## src/rtl/wwps_pkg.sv

```systemverilog
package wwps_pkg;

	localparam int BYTE_W      = 8;
	localparam int PAT_IDX_W   = 6;
	localparam int PAT_LEN_W   = 7;
	localparam int CFG_IDX_W   = 3;
	localparam int CFG_DATA_W  = 25;
	localparam int S_TDATA_W   = 16;
	localparam int M_TDATA_W   = 8;

	localparam logic FUNC_LOAD = 1'b0;
	localparam logic FUNC_DATA = 1'b1;

	localparam logic [CFG_IDX_W-1:0] REG_PAT_LEN   = 3'd0;
	localparam logic [CFG_IDX_W-1:0] REG_WC_EN     = 3'd1;
	localparam logic [CFG_IDX_W-1:0] REG_WC_VAL    = 3'd2;
	localparam logic [CFG_IDX_W-1:0] REG_WIN_START = 3'd3;
	localparam logic [CFG_IDX_W-1:0] REG_WIN_END   = 3'd4;

	localparam logic [PAT_LEN_W-1:0] PAT_LEN_RESET = 7'd1;
	localparam logic [31:0]          WIN_END_RESET = 32'h0100_0000;

	typedef struct packed {
		logic              shift;
		logic              adv;
		logic              wc_en;
		logic [BYTE_W-1:0] wc_val;
	} cell_ctrl_t;

endpackage

```

## src/rtl/wwps_cell.sv

```systemverilog
module wwps_cell
	import wwps_pkg::*;
(
	input  logic              clk,
	input  logic              arst_n,
	input  cell_ctrl_t        ctrl,
	input  logic              load,
	input  logic [BYTE_W-1:0] load_byte,
	input  logic [BYTE_W-1:0] prev_byte,
	input  logic [BYTE_W-1:0] aligned_byte,
	input  logic              active,
	output logic [BYTE_W-1:0] win_byte,
	output logic              eq_s2
);

	logic [BYTE_W-1:0] win_q;
	logic [BYTE_W-1:0] pat_q;
	logic              hit;

	always_ff @(posedge clk or negedge arst_n) begin
		if (!arst_n) begin
			win_q <= '0;
		end else if (ctrl.shift) begin
			win_q <= prev_byte;
		end
	end

	always_ff @(posedge clk) begin
		if (load) begin
			pat_q <= load_byte;
		end
	end

	// unused positions and wildcard bytes always agree
	assign hit = !active || (ctrl.wc_en && (pat_q == ctrl.wc_val)) || (pat_q == aligned_byte);

	always_ff @(posedge clk) begin
		if (ctrl.adv) begin
			eq_s2 <= hit;
		end
	end

	assign win_byte = win_q;

endmodule

```

## src/rtl/windowed_wildcard_pattern_search.sv

```systemverilog
// Searches a streamed byte image for a stored pattern of up to MAX_PATTERN bytes that lies
// wholly inside the offset window [window_start, window_end). Requests with s_tuser = 0 load
// one pattern byte; requests with s_tuser = 1 carry image bytes from offset 0, and the one
// with s_tlast set returns found and range_error through the s1 and s2 stages and the output
// register. The block takes one request per cycle while not stalled: each image byte shifts
// through a row of MAX_PATTERN cells, every cell compares its aligned byte with its pattern
// byte and registers the result, and the registered match bits are then reduced. Requests stall
// only while an unread result sits in the output register and m_tready is low. Configuration
// writes are taken at any time the block is idle and need no clearing pass after reset.
module windowed_wildcard_pattern_search
	import wwps_pkg::*;
#(
	parameter int MAX_PATTERN  = 64,
	parameter int OFFSET_WIDTH = 25
) (
	input  logic                    clk,
	input  logic                    arst_n,
	input  logic                    s_tvalid,
	output logic                    s_tready,
	input  logic [S_TDATA_W-1:0]    s_tdata,   // pattern_index [5:0], data_byte [13:6], zero
	input  logic                    s_tuser,   // func
	input  logic                    s_tlast,
	output logic                    m_tvalid,
	input  logic                    m_tready,
	output logic [M_TDATA_W-1:0]    m_tdata,   // found [0], range_error [1], zero
	input  logic                    cfg_we,
	input  logic [CFG_IDX_W-1:0]    cfg_index,
	input  logic [OFFSET_WIDTH-1:0] cfg_data
);

	localparam int SHW = (MAX_PATTERN > 1) ? $clog2(MAX_PATTERN) : 1;
	localparam int OW  = OFFSET_WIDTH;

	logic [PAT_LEN_W-1:0] pat_len_q;
	logic                 wc_en_q;
	logic [BYTE_W-1:0]    wc_val_q;
	logic [OW-1:0]        win_start_q;
	logic [OW-1:0]        win_end_q;
	logic [OW-1:0]        cfg_ofs;

	logic [PAT_IDX_W-1:0] pat_idx;
	logic [BYTE_W-1:0]    in_byte;
	logic                 en;
	logic                 acc;
	logic                 data_acc;
	logic                 load_acc;

	logic [OW-1:0]        pos_q;
	logic                 pos_max;
	logic [OW:0]          pos_p1;
	logic [OW:0]          len_ext;
	logic [OW:0]          start_len;
	logic                 len_ok;
	logic                 pos_ok;
	logic                 range_err;

	logic                 valid_s1, last_s1, ok_s1, err_s1;
	logic                 valid_s2, last_s2, ok_s2, err_s2;
	logic                 found_q;
	logic                 match;
	logic                 out_valid_q;
	logic                 out_found_q;
	logic                 out_err_q;

	logic [BYTE_W-1:0]            win_byte [MAX_PATTERN];
	logic [MAX_PATTERN-1:0]       eq_s2;
	logic [MAX_PATTERN-1:0]       active;
	logic [MAX_PATTERN*BYTE_W-1:0] win_rev;
	logic [MAX_PATTERN*BYTE_W-1:0] aligned;
	logic [SHW-1:0]               sh_amt;
	cell_ctrl_t                   ctrl;

	// configuration registers
	assign cfg_ofs = cfg_data;

	always_ff @(posedge clk or negedge arst_n) begin
		if (!arst_n) begin
			pat_len_q   <= PAT_LEN_RESET;
			wc_en_q     <= 1'b0;
			wc_val_q    <= '0;
			win_start_q <= '0;
			win_end_q   <= WIN_END_RESET[OW-1:0];
		end else if (cfg_we) begin
			case (cfg_index)
				REG_PAT_LEN:   pat_len_q   <= cfg_data[PAT_LEN_W-1:0];
				REG_WC_EN:     wc_en_q     <= cfg_data[0];
				REG_WC_VAL:    wc_val_q    <= cfg_data[BYTE_W-1:0];
				REG_WIN_START: win_start_q <= cfg_ofs;
				REG_WIN_END:   win_end_q   <= cfg_ofs;
				default: ;
			endcase
		end
	end

	// request side
	assign pat_idx  = s_tdata[PAT_IDX_W-1:0];
	assign in_byte  = s_tdata[PAT_IDX_W +: BYTE_W];
	assign en       = !out_valid_q || m_tready;
	assign s_tready = en;
	assign acc      = s_tvalid && en;
	assign data_acc = acc && (s_tuser == FUNC_DATA);
	assign load_acc = acc && (s_tuser == FUNC_LOAD);

	// position checks for the byte being accepted
	assign pos_max   = &pos_q;
	assign pos_p1    = {1'b0, pos_q} + (OW+1)'(1);
	assign len_ext   = (OW+1)'(pat_len_q);
	assign start_len = {1'b0, win_start_q} + len_ext;
	assign len_ok    = (pat_len_q != '0) && (32'(pat_len_q) <= 32'(MAX_PATTERN));
	assign pos_ok    = len_ok && !pos_max && (pos_p1 >= start_len)
		&& (pos_p1 <= {1'b0, win_end_q});
	assign range_err = (win_start_q > win_end_q) || ({1'b0, win_end_q} > pos_p1);

	always_ff @(posedge clk or negedge arst_n) begin
		if (!arst_n) begin
			pos_q <= '0;
		end else if (data_acc) begin
			if (s_tlast) begin
				pos_q <= '0;
			end else if (!pos_max) begin
				pos_q <= pos_q + OW'(1);
			end
		end
	end

	always_ff @(posedge clk or negedge arst_n) begin
		if (!arst_n) begin
			valid_s1 <= 1'b0;
			valid_s2 <= 1'b0;
		end else if (en) begin
			valid_s1 <= data_acc;
			valid_s2 <= valid_s1;
		end
	end

	always_ff @(posedge clk) begin
		if (en) begin
			last_s1 <= s_tlast;
			ok_s1   <= pos_ok;
			err_s1  <= range_err;
			last_s2 <= last_s1;
			ok_s2   <= ok_s1;
			err_s2  <= err_s1;
		end
	end

	// align the most recent pattern_length window bytes with pattern positions
	assign sh_amt = SHW'(32'(MAX_PATTERN) - 32'(pat_len_q));

	always_comb begin
		for (int i = 0; i < MAX_PATTERN; i++) begin
			win_rev[i*BYTE_W +: BYTE_W] = win_byte[MAX_PATTERN-1-i];
			active[i] = 32'(i) < 32'(pat_len_q);
		end
	end

	assign aligned = win_rev >> {sh_amt, 3'b000};

	assign ctrl.shift  = data_acc;
	assign ctrl.adv    = en;
	assign ctrl.wc_en  = wc_en_q;
	assign ctrl.wc_val = wc_val_q;

	for (genvar k = 0; k < MAX_PATTERN; k++) begin : g_cell
		logic [BYTE_W-1:0] prev;
		logic              load;

		if (k == 0) begin : g_head
			assign prev = in_byte;
		end else begin : g_body
			assign prev = win_byte[k-1];
		end

		assign load = load_acc && (32'(pat_idx) == 32'(k));

		wwps_cell u_cell (
			.clk          (clk),
			.arst_n       (arst_n),
			.ctrl         (ctrl),
			.load         (load),
			.load_byte    (in_byte),
			.prev_byte    (prev),
			.aligned_byte (aligned[k*BYTE_W +: BYTE_W]),
			.active       (active[k]),
			.win_byte     (win_byte[k]),
			.eq_s2        (eq_s2[k])
		);
	end

	// sticky match flag and result register
	assign match = ok_s2 && (&eq_s2);

	always_ff @(posedge clk or negedge arst_n) begin
		if (!arst_n) begin
			found_q <= 1'b0;
		end else if (en && valid_s2) begin
			found_q <= last_s2 ? 1'b0 : (found_q || match);
		end
	end

	always_ff @(posedge clk or negedge arst_n) begin
		if (!arst_n) begin
			out_valid_q <= 1'b0;
		end else if (en) begin
			out_valid_q <= valid_s2 && last_s2;
		end
	end

	always_ff @(posedge clk) begin
		if (en && valid_s2 && last_s2) begin
			out_found_q <= !err_s2 && (found_q || match);
			out_err_q   <= err_s2;
		end
	end

	assign m_tvalid = out_valid_q;
	assign m_tdata  = {{(M_TDATA_W-2){1'b0}}, out_err_q, out_found_q};

endmodule

```

## config.mk

```make
export PLATFORM = sky130hd
export DESIGN_NAME = windowed_wildcard_pattern_search
export DESIGN_NICKNAME = d
export VERILOG_FILES = /design/src/rtl/wwps_pkg.sv /design/src/rtl/wwps_cell.sv /design/src/rtl/windowed_wildcard_pattern_search.sv
export SDC_FILE = /design/constraint.sdc
export NUM_CORES = 2
export LEC_CHECK = 0
export ABC_CLOCK_PERIOD_IN_PS = 7500
export BUFFER_PORTS_ARGS = -buffer_cell sky130_fd_sc_hd__buf_4
export CORE_UTILIZATION = 59
export DETAILED_ROUTE_END_ITERATION = 7
export PLACE_DENSITY = 0.74
export SETUP_SLACK_MARGIN = 0.02
export SLEW_MARGIN = 20
export SYNTH_ARGS = -nofsm -noshare
export SYNTH_HDL_FRONTEND = slang
export SYNTH_HIERARCHICAL = 1
export SYNTH_SLANG_ARGS = --single-unit
```

## constraint.sdc

```tcl
create_clock -name clk -period 7.5 [get_ports clk]
set_clock_uncertainty 0.2 [all_clocks]
set_input_delay 2.25 -clock clk [delete_from_list [all_inputs] [get_ports clk]]
set_output_delay 2.25 -clock clk [all_outputs]
set_load 0.02 [all_outputs]
```

# Yosys cells after proc, flatten, opt, wreduce, memory -nomap -nowiden
# Cells that the tools add are included.
classes:
  n_reduce_logical: 349
  bitwise_logic: 1
  add_sub_neg: 4
  n_eq_ne: 196
  muxes: 3
  shift: 1
  order_cmp: 69
ops:
  columns: ["operator", "n"]
  rows:
  - ["equality test 8 bit", 128]
  - ["right shift 512 x 9 -> 512 bit", 1]
  - ["less-than comparator 6 x 7 -> 1 bit (first input constant)", 32]
  - ["equality test 6 bit (second input constant)", 32]
  - ["logical AND 1 bit", 140]
  - ["logical OR 1 bit", 131]
  - ["less-than comparator 5 x 7 -> 1 bit (first input constant)", 16]
  - ["equality test 6 x 5 -> 1 bit (second input constant)", 16]
  - ["zero test 1 bit", 67]
  - ["AND reduction 64 bit", 1]
  - ["less-than comparator 4 x 7 -> 1 bit (first input constant)", 8]
  - ["2-to-1 mux 25 bit", 2]
  - ["equality test 6 x 4 -> 1 bit (second input constant)", 8]
  - ["less-than comparator 3 x 7 -> 1 bit (first input constant)", 4]
  - ["adder 25 x 1 -> 26 bit (second input constant)", 1]
  - ["adder 25 x 7 -> 26 bit", 1]
  - ["greater-or-equal comparator 26 bit", 1]
  - ["> comparator 25 x 26 -> 1 bit", 1]
  - ["<= comparator 26 x 25 -> 1 bit", 1]
  - ["adder 25 x 1 -> 25 bit (second input constant)", 1]
  - ["> comparator 25 bit", 1]
  - ["AND reduction 25 bit", 1]
  - ["equality test 6 x 3 -> 1 bit (second input constant)", 4]
  - ["less-than comparator 1 x 7 -> 1 bit (first input constant)", 2]
  - ["other kinds (15)", 23]
totals:
  elab_cells: 833
  out_inout_bits: 10
  inputBits: 51
  reg_bits: 1191

# Longest topological paths before layout
logic_depth:
  depth_word: 5
  depth_mapped: 22
  depth_no_buf: 16

# Cells and area by module
# Netlist, hierarchy kept.
modules_own_cells:
  columns: ["module", "area_per_inst_um2", "instances", "cells_each", "seq_area_each_um2"]
  rows:
  - ["wwps_cell", 750.7, 64, 48, 470.5]
  - ["windowed_wildcard_pattern_search", 39288.9, 1, 4869, 2620.0]

# Least setup slack after synthesis
# OpenSTA, ideal clock, no wires.
synth_timing:
  path_type: "input to register"
  startpoint: "in m_tready"
  endpoint: "reg pos_q[23]"
  slack_ns: 0.299
  setup_time_ns: 0.064
  required_ns: 7.236
  arrival_ns: 6.937
  n_path_buf: 1
  stages: 8
  path_cell_list: "nand2b_1 clkbuf_1 nand3_1 inv_1 o41ai_2 or4_1 a21oi_1 a21o_1"
synth_between:
  elab_chain_cells: 4
synth_lines:
  columns: ["item", "line", "source"]
  rows:
  - ["start: declaration", "windowed_wildcard_pattern_search.sv:24", "input logic m_tready,"]
  - ["logical OR 1 bit", "windowed_wildcard_pattern_search.sv:98", "assign en = !out_valid_q || m_tready;"]
  - ["named net s_tready", "windowed_wildcard_pattern_search.sv:19", "output logic s_tready,"]
  - ["logical AND 1 bit", "windowed_wildcard_pattern_search.sv:100", "assign acc = s_tvalid && en;"]
  - ["logical AND 1 bit", "windowed_wildcard_pattern_search.sv:101", "assign data_acc = acc && (s_tuser == FUNC_DATA);"]
  - ["named net data_acc", "windowed_wildcard_pattern_search.sv:45", "logic data_acc;"]
  - ["AND reduction 2 bit (no source line)", null, null]
  - ["end signal: assignment", "windowed_wildcard_pattern_search.sv:121", "pos_q <= pos_q + OW'(1);"]
  - ["end: declaration", "windowed_wildcard_pattern_search.sv:48", "logic [OW-1:0] pos_q;"]
# The timed path passes the listed nets, and every way through them passes these cells.
# A chain may end at the register's enable or synchronous reset.

# Worst setup path in the final report
layout_timing:
  startpoint: "reg pat_len_q[0]"
  endpoint: "reg g_cell[6].u_cell.eq_s2 (data pin)"
layout_between:
  elab_chain_cells: 4
  word_cells_on_any_way: 7
  classes_between: "1 x add/sub; 1 x order compare; 1 x eq/ne; 1 x shift; 3 x reduce/logical"
layout_lines:
  columns: ["item", "line", "source"]
  rows:
  - ["start: declaration", "windowed_wildcard_pattern_search.sv:34", "logic [PAT_LEN_W-1:0] pat_len_q;"]
  - ["start signal: assignment", "windowed_wildcard_pattern_search.sv:85", "REG_PAT_LEN: pat_len_q <= cfg_data[PAT_LEN_W-1:0];"]
  - ["subtractor 1 x 6 -> 6 bit", "windowed_wildcard_pattern_search.sv:148", "assign sh_amt = SHW'(32'(MAX_PATTERN) - 32'(pat_len_q));"]
  - ["right shift 512 x 9 -> 512 bit", "windowed_wildcard_pattern_search.sv:157", "assign aligned = win_rev >> {sh_amt, 3'b000};"]
  - ["named net aligned[51]", "windowed_wildcard_pattern_search.sv:69", "logic [MAX_PATTERN*BYTE_W-1:0] aligned;"]
  - ["equality test 8 bit", "wwps_cell.sv:35", "assign hit = !active || (ctrl.wc_en && (pat_q == ctrl.wc_val)) || (pat_q == aligned_byte);"]
  - ["logical OR 1 bit", "wwps_cell.sv:35", null]
  - ["named net g_cell[6].u_cell.hit", "wwps_cell.sv:18", "logic hit;"]
  - ["end signal: assignment", "wwps_cell.sv:39", "eq_s2 <= hit;"]
  - ["end: declaration", "wwps_cell.sv:13", "output logic eq_s2"]
# The timed path passes the listed nets, and every way through them passes these cells.

==> impl_metrics.yaml <==
synth:
  synth_edf_count: 584
  synth_flop_cell: "dfrtp_1"
  avgSynthCellArea_sq_um: 11.00
  synth_top_area_share_pct: 20.08
  async_flop_share_pct: 50.97
  ys_types: 82
  syn_inst: 7941
  synth_top_area_cell: "edfxtp_1"
  yosysWarnings: 6
  synthTopCellsByArea: "edfxtp_1 (20%), dfrtp_1 (17%), mux4_2 (11%)"
  syn_area_sq_um: 87340
  synth.yosys.seq_area_share_pct: 37.48
  synth-seq-cells: 1191
die:
  io_pins: 61
  start_util_pct: 59.71
  die-area_sq_um: 149600
  die_h_microns: 386.7
  fp-row-count: 140
  core_area_sq_um: 146300
  die_x_microns: 386.7
clock_network:
  cts_root_buf: "clkbuf_16"
  ctsHoldBuffers: 0
  clock_sinks: 1191
  clock_insertion_delay_worst_skew_ns: 0.80
  h-tree-depth: 4
  cts_buffer_depth: 3
  cts_resized: 0
  postCtsSetupBuffers: 0
  clkTransAtPathRegs_ns: 0.06
  tritoncts: "built"
  numCtsBuffers: 139
timing:
  finalHoldViolCount: 0
  finalWorstSetupSlack_ns: 1.379
  tightest_slew_ns: 1.338
  min_period_ns: 6.121
  final-max-slew-violation-count: 0
  max_freq_mhz: 163.4
  finalSetupTns_ns: 0
  rsz0062_at_grt: "false"
  maxSlewHeadroom_pct: 9.845
  fin_crit_sh_pct: 81.61
  setup_viol: 0
routing:
  drt_iter0_markers: 12000
  vias_per_cell: 7.382
  finalWirelength_mm: 359.4
  antenna_left: 0
  wl_per_cell_microns: 36.21
  drtPass1Iterations: 8
  vias: 73280
  drc: 12
finish:
  utilization_pct: 65.05
  drive_gt1_share_pct: 24.91
  fin_nets: 8014
  fillerInstances: 11380
  multi_input_area_sq_um: 51520
  areaGrowthSynthToFinish_pct: 8.935
  regArea_sq_um: 32760
global_route:
  antenna_found_initial: 44
  grt_usage_pct: 47.28
  grt_pass1_vias: 67660
  grt_pass1_wl_mm: 505.8
  grt_max_degree: 153
  grt-ovfl-total: 0
critical_path:
  critPathCaptureType: "register"
  cp_cell_sequence: "inv_1 > ha_4 > buf_12 > buf_12 > buf_4 > mux4_2 > nand2_1 > nand2_1 > o211ai_1 > o221ai_1 > xnor2_1 > nand4_1 > o21ai_0 > a41o_1"
  cpPeakStageDelay_ns: 0.99
  crit_type: "reg -> reg"
  crit_fanout: 72
  path_delay_family: "compound AO/OA/AOI/OAI gates"
  cp.arrival_ns: 6.48
  startpoint_type: "register"
  required_ns: 7.86
  crit_slowest_cell: "dfstp_4"
  path_buf_inv: 4
pwr:
  power_density_nw_per_um2: 354.2
  power_mw: 33.70
  leakage_nw: 35.79
  ir_worst_vdd_v: 0.0002499
place:
  dp_slack_ns: 1.749
  dp_hpwl_mm: 260.7
  gp_congestion: 1.128
  port_buffers: 52
worst_hold_path:
  hold_class: "reg -> reg"
outcome:
  status: "finished with violations"
  failed_checks: "DRC"
flow_run:
  drv_cap: 0
sequential cells by signal, summed over array words and instances, names as in the netlist, 7 cells and up:
register,cells
win_start_q,25
g_cell.u_cell/win_byte,512
g_cell.u_cell/pat_q,512
pos_q,25
win_end_q,25
g_cell.u_cell/eq_s2,64
pat_len_q,7
wc_val_q,8
layout by cell type, fill, tap and decap left out, types with 21 or more instances in the layout:
cell and instances:
a211oi_1 58, a21o_1 43, a21oi_1 237, a22oi_1 40, a311oi_1 36, a31oi_1 28, a41o_1 64, and3_1 39
buf_12 39, buf_4 324, clkbuf_1 22, clkbuf_16 144, clkinv_2 22, dfrtp_1 596, diode_2 21, edfxtp_1 584
ha_1 84, inv_1 145, mux2_2 828, mux2i_1 391, mux4_2 429, nand2_1 682, nand3_1 124, nand4_1 166
nor2_1 574, nor3_1 90, nor4_2 64, o211ai_1 157, o21a_1 29, o21ai_0 316, o21ai_1 23, o221ai_1 137
o22ai_1 55, xnor2_1 600, xor2_1 470
layer usage:
layer	routed length, microns	global-route usage [%]	vias up
met5	191	0	-
met4	33310	34.41	30
met3	58950	22.82	1519
met2	144400	64.83	5900
met1	122600	57.63	36100
li1	-	-	29730
cell usage after synthesis, drive strengths merged (166+ instances only):
| cell type | number |
|---|---|
| a21oi | 238 |
| buf | 368 |
| clkbuf | 209 |
| dfrtp | 605 |
| edfxtp | 584 |
| mux2 | 828 |
| mux2i | 394 |
| mux4 | 429 |
| nand2 | 685 |
| nand4 | 166 |
| nor2 | 584 |
| o21ai | 341 |
| xnor2 | 603 |
| xor2 | 471 |
kinds of logic (layout without fill, tap and decap cells):
kind of cell / after synthesis / in the layout / synth area share [%]
other: 1 / 27 / 0.004294
multiplexers: 1651 / 1651 / 26.26
AO/OA/AOI/OAI: 1350 / 1350 / 10.42
flip-flops: 1191 / 1191 / 37.48
AND/OR/NAND/NOR: 1863 / 1863 / 9.961
buffers and inverters: 725 / 767 / 3.852
XOR/XNOR: 1074 / 1074 / 10.78
adder cells (fa/ha/maj): 86 / 86 / 1.241
where the power goes:
part           switching (mW)  total (mW)  internal [mW]  leakage [nW]
registers                1.01        8.45           7.44          13.5
logic                    12.3        18.4           6.03          20.0
clock network            2.94        6.87           3.94          2.25
total                    16.3        33.7           17.4          35.8
area by class of cell:
type | instances | area share (%)
diodes | 21 | 0.05524
clock buffers | 186 | 4.164
clock inverters | 66 | 0.6470
inverters | 148 | 0.5918
multi-input cells | 6030 | 54.15
flip-flops and latches | 1191 | 34.44
well taps | 1917 | 2.521
repair buffers | 367 | 3.432
through the flow:
step | hold WS, ns | std cells | area [sq um]
floorplan | 0.2003 | 7946 | 87350
global placement | 0.2077 | 9650 | 90430
CTS | 0.2219 | 9902 | 95010
finish | 0.2212 | 9926 | 95140
detailed placement | 0.2098 | 9650 | 90430
global route | 0.2262 | 9909 | 95100
final timing paths:
path	end	cells after the start	start	slack, ns
worst max register to register	g_cell[6].u_cell/eq_s2	14	pat_len_q[0]	1.38
max in group asynchronous	g_cell[45].u_cell/win_byte[6]	2	arst_n	4.44
min in group asynchronous	pos_q[24]	1	arst_n	1.26
worst min-delay path	last_s2	0	last_s1	0.22
worst max-delay path	g_cell[6].u_cell/eq_s2	14	pat_len_q[0]	1.38
worst min register to register	last_s2	0	last_s1	0.22
Power figures use the tool's default switching activity.
